<file path="config.mk">
export PLATFORM = sky130hd
export DESIGN_NAME = napc_pred
export DESIGN_NICKNAME = d
export VERILOG_FILES = /design/src/hw/rtl/napc_pkg.sv /design/src/hw/rtl/napc_pred.sv
export SDC_FILE = /design/constraint.sdc
export NUM_CORES = 1
export LEC_CHECK = 0
export BUFFER_PORTS_ARGS = -buffer_cell sky130_fd_sc_hd__buf_2
export CAP_MARGIN = 25
export CORE_AREA = 3 3 74 90
export DETAILED_ROUTE_END_ITERATION = 16
export DIE_AREA = 0 0 77 93
export PLACE_DENSITY = 0.87
export SYNTH_ARGS = -nofsm -noshare
export SYNTH_HDL_FRONTEND = slang
export SYNTH_SLANG_ARGS = --single-unit
export TNS_END_PERCENT = 1
</file>
<file path="constraint.sdc">
create_clock -name vclk -period 12.7
set_input_delay 1.27 -clock vclk [all_inputs]
set_output_delay 1.27 -clock vclk [all_outputs]
set_load 0.02 [all_outputs]
</file>
<file path="src/hw/rtl/napc_pkg.sv">
`timescale 1ns / 1ps

package napc_pkg;

    // Frame limits
    localparam int MAX_WIDTH  = 4096;
    localparam int MAX_HEIGHT = 4096;

    // Derived widths
    localparam int PIX_W     = 8;
    localparam int CFG_DIM_W = 13;
    localparam int CFG_IDX_W = 2;
    localparam int COL_W     = $clog2(MAX_WIDTH);
    localparam int ROW_W     = (MAX_HEIGHT > 1) ? $clog2(MAX_HEIGHT) : 1;
    localparam int WID_W     = $clog2(MAX_WIDTH + 1);
    localparam int HGT_W     = $clog2(MAX_HEIGHT + 1);
    localparam int SUM_W     = PIX_W + 2;

    // Register indexes
    typedef enum logic [CFG_IDX_W-1:0] {
        REG_MODE   = 2'd0,
        REG_WIDTH  = 2'd1,
        REG_HEIGHT = 2'd2
    } napc_reg_idx_t;

    // Reset values of the registers
    localparam logic             MODE_RST   = 1'b1;
    localparam logic [WID_W-1:0] WIDTH_RST  = WID_W'(640);
    localparam logic [HGT_W-1:0] HEIGHT_RST = HGT_W'(480);

    // Mode codes
    localparam logic MODE_DECOMPRESS = 1'b0;
    localparam logic MODE_COMPRESS   = 1'b1;

    // Sequencer states
    typedef enum logic [1:0] {
        ST_IDLE,
        ST_READ_NE,
        ST_CALC
    } napc_state_t;

    // Which causal neighbors exist for the current pixel
    typedef struct packed {
        logic has_nw;
        logic has_n;
        logic has_ne;
        logic has_w;
    } napc_nbr_t;

    // Map a written width onto 1..MAX_WIDTH
    function automatic logic [WID_W-1:0] clamp_width(input logic [CFG_DIM_W-1:0] v);
        int vi;
        vi = int'(v);
        if (vi == 0)
        begin
            vi = 1;
        end
        else if (vi > MAX_WIDTH)
        begin
            vi = MAX_WIDTH;
        end
        return WID_W'(vi);
    endfunction

    // Map a written height onto 1..MAX_HEIGHT
    function automatic logic [HGT_W-1:0] clamp_height(input logic [CFG_DIM_W-1:0] v);
        int vi;
        vi = int'(v);
        if (vi == 0)
        begin
            vi = 1;
        end
        else if (vi > MAX_HEIGHT)
        begin
            vi = MAX_HEIGHT;
        end
        return HGT_W'(vi);
    endfunction

endpackage

</file>
<file path="src/hw/rtl/napc_pred.sv">
`timescale 1ns / 1ps

module napc_pred (
    input  napc_pkg::napc_nbr_t          nbr,
    input  logic [napc_pkg::PIX_W-1:0]   nw,
    input  logic [napc_pkg::PIX_W-1:0]   n,
    input  logic [napc_pkg::PIX_W-1:0]   ne,
    input  logic [napc_pkg::PIX_W-1:0]   w,
    input  logic [napc_pkg::PIX_W-1:0]   x,
    input  logic                         mode,
    output logic [napc_pkg::PIX_W-1:0]   pix,
    output logic [napc_pkg::PIX_W-1:0]   result
);
    import napc_pkg::*;

    logic [SUM_W-1:0]      sum;
    logic [2:0]            count;
    logic [2*SUM_W-1:0]    prod3;
    logic [SUM_W-1:0]      pred;

    // Add the neighbors that exist
    always_comb
    begin
        sum = (nbr.has_nw ? SUM_W'(nw) : '0)
            + (nbr.has_n  ? SUM_W'(n)  : '0)
            + (nbr.has_ne ? SUM_W'(ne) : '0)
            + (nbr.has_w  ? SUM_W'(w)  : '0);
        count = 3'(nbr.has_nw) + 3'(nbr.has_n) + 3'(nbr.has_ne) + 3'(nbr.has_w);
    end

    // Divide by three through a reciprocal: exact for sums below 2048
    assign prod3 = sum * SUM_W'(683);

    // Truncated average
    always_comb
    begin
        unique case (count)
            3'd2:    pred = sum >> 1;
            3'd3:    pred = SUM_W'(prod3 >> 11);
            3'd4:    pred = sum >> 2;
            default: pred = sum;
        endcase
    end

    // Residual or reconstruction, mod 256
    always_comb
    begin
        if (mode == MODE_COMPRESS)
        begin
            pix    = x;
            result = x - PIX_W'(pred);
        end
        else
        begin
            pix    = PIX_W'(pred) + x;
            result = pix;
        end
    end

endmodule
</file>
# Word-level counts from Yosys, hierarchy flattened
# Cells that the tools add are included.
# classes
add_sub_neg,8
eq_ne,3
mul,1
n_mux,7
# ops
op,count
$mux 8,6
$pmux 8 s3,1
$mul 10x10->19 const B,1
$add 10x8->10,1
$add 9x8->10,1
$add 8x8->9,1
$add 8x8->8,1
$sub 8x8->8,1
$eq 3x2->1 const B,2
$add 2x1->3,1
$add 3x1->3,1
$eq 3x3->1 const B,1
$add 1x1->2,1
# totals
in_bits,45
register_bits,0
wordCells,19
output_inout_bits,16

# Depth between registers and ports, before layout
# logic_depth
depth_word,8
ltp_mapped,41
depth_no_buf,41

# Worst setup path before layout
# No wires, ideal clock.
# synth_path
path_type,in2out
startpoint,in nw[2] in the netlist's numbering
endpoint,out pix[7] in the netlist's numbering
path_stages,37
t_arrival_ps,9488
required_time_ps,11430
path_slack_ps,1942
n_path_buf,0
cell_sequence,and2_1 > fa_1 > inv_1 > fa_1 > inv_1 > ha_1 > a21oi_1 > nor2b_1 > o31a_1 > o221a_2 > xor2_1 > ha_1 > ha_1 > fa_1 > fa_1 > inv_1 > fa_1 > inv_1 > ha_1 > a21oi_1 > nand2_1 > o31ai_1 > nand2b_1 > a21o_1 > a21oi_1 > xnor2_1 > nand2_1 > a22oi_1 > ha_1 > a21oi_1 > o21bai_1 > a21oi_1 > o21a_1 > nor2_1 > o21ai_0 > o41ai_2 > nor3_1
# synth_between
elab_chain_len,8
# synth_rtl
element,line,source
"start, declared",napc_pred.sv:5,"input logic [napc_pkg::PIX_W-1:0] nw,"
$mux 8 *,napc_pred.sv:24,sum = (nbr.has_nw ? SUM_W'(nw) : '0)
$add 8x8->9 *,napc_pred.sv:25,+ (nbr.has_n ? SUM_W'(n) : '0)
$add 9x8->10 *,napc_pred.sv:26,+ (nbr.has_ne ? SUM_W'(ne) : '0)
$add 10x8->10 *,napc_pred.sv:27,+ (nbr.has_w ? SUM_W'(w) : '0);
$mul 10x10->19,napc_pred.sv:32,assign prod3 = sum * SUM_W'(683);
$pmux 8 s3 *,napc_pred.sv:37,unique case (count)
$add 8x8->8 *,napc_pred.sv:55,pix = PIX_W'(pred) + x;
$mux 8 *,napc_pred.sv:48,if (mode == MODE_COMPRESS)
"end, declared",napc_pred.sv:11,"output logic [napc_pkg::PIX_W-1:0] pix,"
# Every way passes the cells marked *; elsewhere a longest branch is shown, timed or not.

# Worst setup path after layout
# layout_path
startpoint,in nbr[3] in the netlist's numbering
endpoint,out result[7] in the netlist's numbering
# layout_between
elab_chain_len,8
# layout_rtl
element,line,source
"start, declared",napc_pred.sv:4,"input napc_pkg::napc_nbr_t nbr,"
$mux 8,napc_pred.sv:24,
$add 8x8->9,napc_pred.sv:25,
$add 9x8->10,napc_pred.sv:26,
$add 10x8->10,napc_pred.sv:27,
$mul 10x10->19,napc_pred.sv:32,
$pmux 8 s3 *,napc_pred.sv:37,
$add 8x8->8 / $sub 8x8->8 (equally long branches),"napc_pred.sv:55, napc_pred.sv:51",
$mux 8 *,napc_pred.sv:48,
"end, declared",napc_pred.sv:12,output logic [napc_pkg::PIX_W-1:0] result
# Marked as above.

==> results.toml <==
[run_status]
status = "finished, final reports clean"

[yosys]
yosysWarnings = 0
synth_area_per_cell_sq_um = 8.00
yosysUniqueCellTypes = 45
yosys.area.top_type = "ha_1"
syn_inst = 446
yosys-top-cells-area = "ha_1 28%, fa_1 22%, inv_1 7.2%, xnor2_1 5.6%, nand2_1 4.5%"
synth_seq_area_share_pct = 0
synthesis.nets = 611
netlist_area_sq_mm = 0.00357
yosysTopAreaCellShare_pct = 28.4

[cells_and_area]
layout.nets = 668
drive_above_1_share_pct = 14.0
final_util_pct = 66.7
area_delta_synth_final_pct = 10.9
num_antenna_cells = 0
fin_cells = 583
area.sequential_sq_um = 0
layout.clock_buffers = 0
seq_cell_count = 0

[detailed_routing]
antenna_left = 0
num_vias = 3208
dr.pass1.iters = 4
dr.first_iter.drc_count = 185
avgRoutedWirePerCell_microns = 14.2
viasPerCell = 5.50
routed_wl_microns = 8270
drc = 0

[worst_setup_path]
worst_setup_path_start_kind = "input pin"
critical-path-max-stage-delay_ns = 0.59
worst_ep_arrival_time_ns = 10.59
critPathCaptureType = "output pin"
critical_path_class = "input pin to output pin"
path_max_fanout = 9
critical_path_required_ns = 11.43
cp_slowest_cell = "fa_1"

[hold_path]
hp-start = "x[3]"
hold_path_class = "input pin to output pin"
holdPathStages = 4
worstHoldEndpoint = "pix[3]"

[clocking]
cts-resized-gates = 0
cts_setup_buffers = 0
hold_buffers = 0

[global_routing]
grt_max_degree = 23
grt_use_total_pct = 24.1
grt_pass1_vias = 3287
grt_pass1_wl_microns = 14500
antenna_found_initial = 0
grt-ovfl-total = 0

[placed_design]
place.gp.congestion = 0.907
dp.cells = 583
dp_hpwl_microns = 7430
io_buffers = 61

[timing]
rsz0062_at_grt = "false"
maxSlewViolCount = 0
hold_viol_final = 0
relSlewSlack_pct = 33.1
setup_viol = 0
worst_pin_slew_ns = 0.997
finalCriticalPeriod_ns = 11.86
max_freq_mhz = 84.3
fin_crit_sh_pct = 93.4
finalSetupTns_ns = 0
holdWs_ns = 2.91

[floorplan]
die-area_sq_mm = 0.00716
die_w_microns = 77
start_util_pct = 60.1
die-height_microns = 93
num_rows = 31
ios = 61
core_sq_mm = 0.00593

[run]
cap_viol_max_count = 0
routing by layer:
layer	track usage, %	up-vias	share of wire (%)
li1	-	1604	-
met1	28.9	1496	39
met2	45.9	93	53
met3	1.93	15	5.1
met4	6.68	0	2.2
met5	0	-	0
synth_stat cells, types with 3 or more instances:
library cell	instances
nor2_1	32
a21oi_1	25
xor2_1	8
o21a_1	4
nand2_1	43
nor2b_1	4
ha_1	81
nand3_1	8
and2_1	20
fa_1	39
clkbuf_1	7
nand2b_1	4
a21o_1	9
or3_1	3
o211ai_1	3
nor3_1	4
o21ai_0	25
inv_1	68
o21bai_1	5
xnor2_1	23
logic make-up (layout without fill, tap and decap cells):
kind of cell | after synthesis | in the layout | share of synthesized area (%)
multiplexers | 4 | 4 | 1.19
AND/OR/NAND/NOR | 127 | 127 | 17.2
adder cells (fa/ha/maj) | 120 | 120 | 50.3
buffers and inverters | 76 | 131 | 7.99
AO/OA/AOI/OAI | 88 | 88 | 15.7
XOR/XNOR | 31 | 31 | 7.61
placed cells by master (no fill, tap or decap), types with 3 or more instances in the layout:
cell type / synthesis / final
buf_2: 0 / 61
nor3_1: 4 / 4
nand2b_1: 4 / 4
nor2_1: 32 / 32
or3_1: 3 / 3
fa_1: 39 / 39
o211ai_1: 3 / 3
and2_1: 20 / 20
nor2b_1: 4 / 4
o21ai_0: 25 / 25
ha_1: 81 / 81
nand3_1: 8 / 8
o21a_1: 4 / 4
o21bai_1: 5 / 5
xnor2_1: 23 / 23
a21o_1: 9 / 9
nand2_1: 43 / 43
inv_1: 68 / 68
a21oi_1: 25 / 25
xor2_1: 8 / 8
worst max-delay path, delay by kind of cell:
kind | cells | cell delay, ns
AO/OA/AOI/OAI | 14 | 3.11
adder cells (fa/ha/maj) | 10 | 4.23
AND/OR/NAND/NOR | 4 | 0.46
XOR/XNOR | 4 | 0.98
buffers and inverters | 6 | 0.54
final cells by class:
| type | count | area, sq um |
|---|---|---|
| Inverter | 69 | 259 |
| Timing Repair Buffer | 62 | 313 |
| Fill cell | 487 | 1980 |
| Tap cell | 82 | 103 |
| Multi-Input combinational cell | 370 | 3280 |
worst max-delay path by stage:
stage	slack [ns]	startpoint	cells after the start	to
3_5_place_dp	0.85	nbr[3]	38	result[7]
3_3_place_gp	1.10	nbr[3]	38	result[7]
5_1_grt	0.20	nbr[3]	39	pix[7]
2_1_floorplan	1.94	nw[2]	37	pix[7]
4_1_cts	0.83	nbr[3]	38	result[7]
6_report	0.84	nbr[3]	38	result[7]
metrics by stage:
step / worst slack, ns / cell area (sq um)
finish: 0.836 / 3960
global route: 0.200 / 3960
CTS: 0.833 / 3960
detailed placement: 0.846 / 3960
global placement: 1.10 / 3960
floorplan: 1.94 / 3570
Power is not shown: default switching activity piles up to over one toggle a cycle in this logic, so the estimate is an artifact.
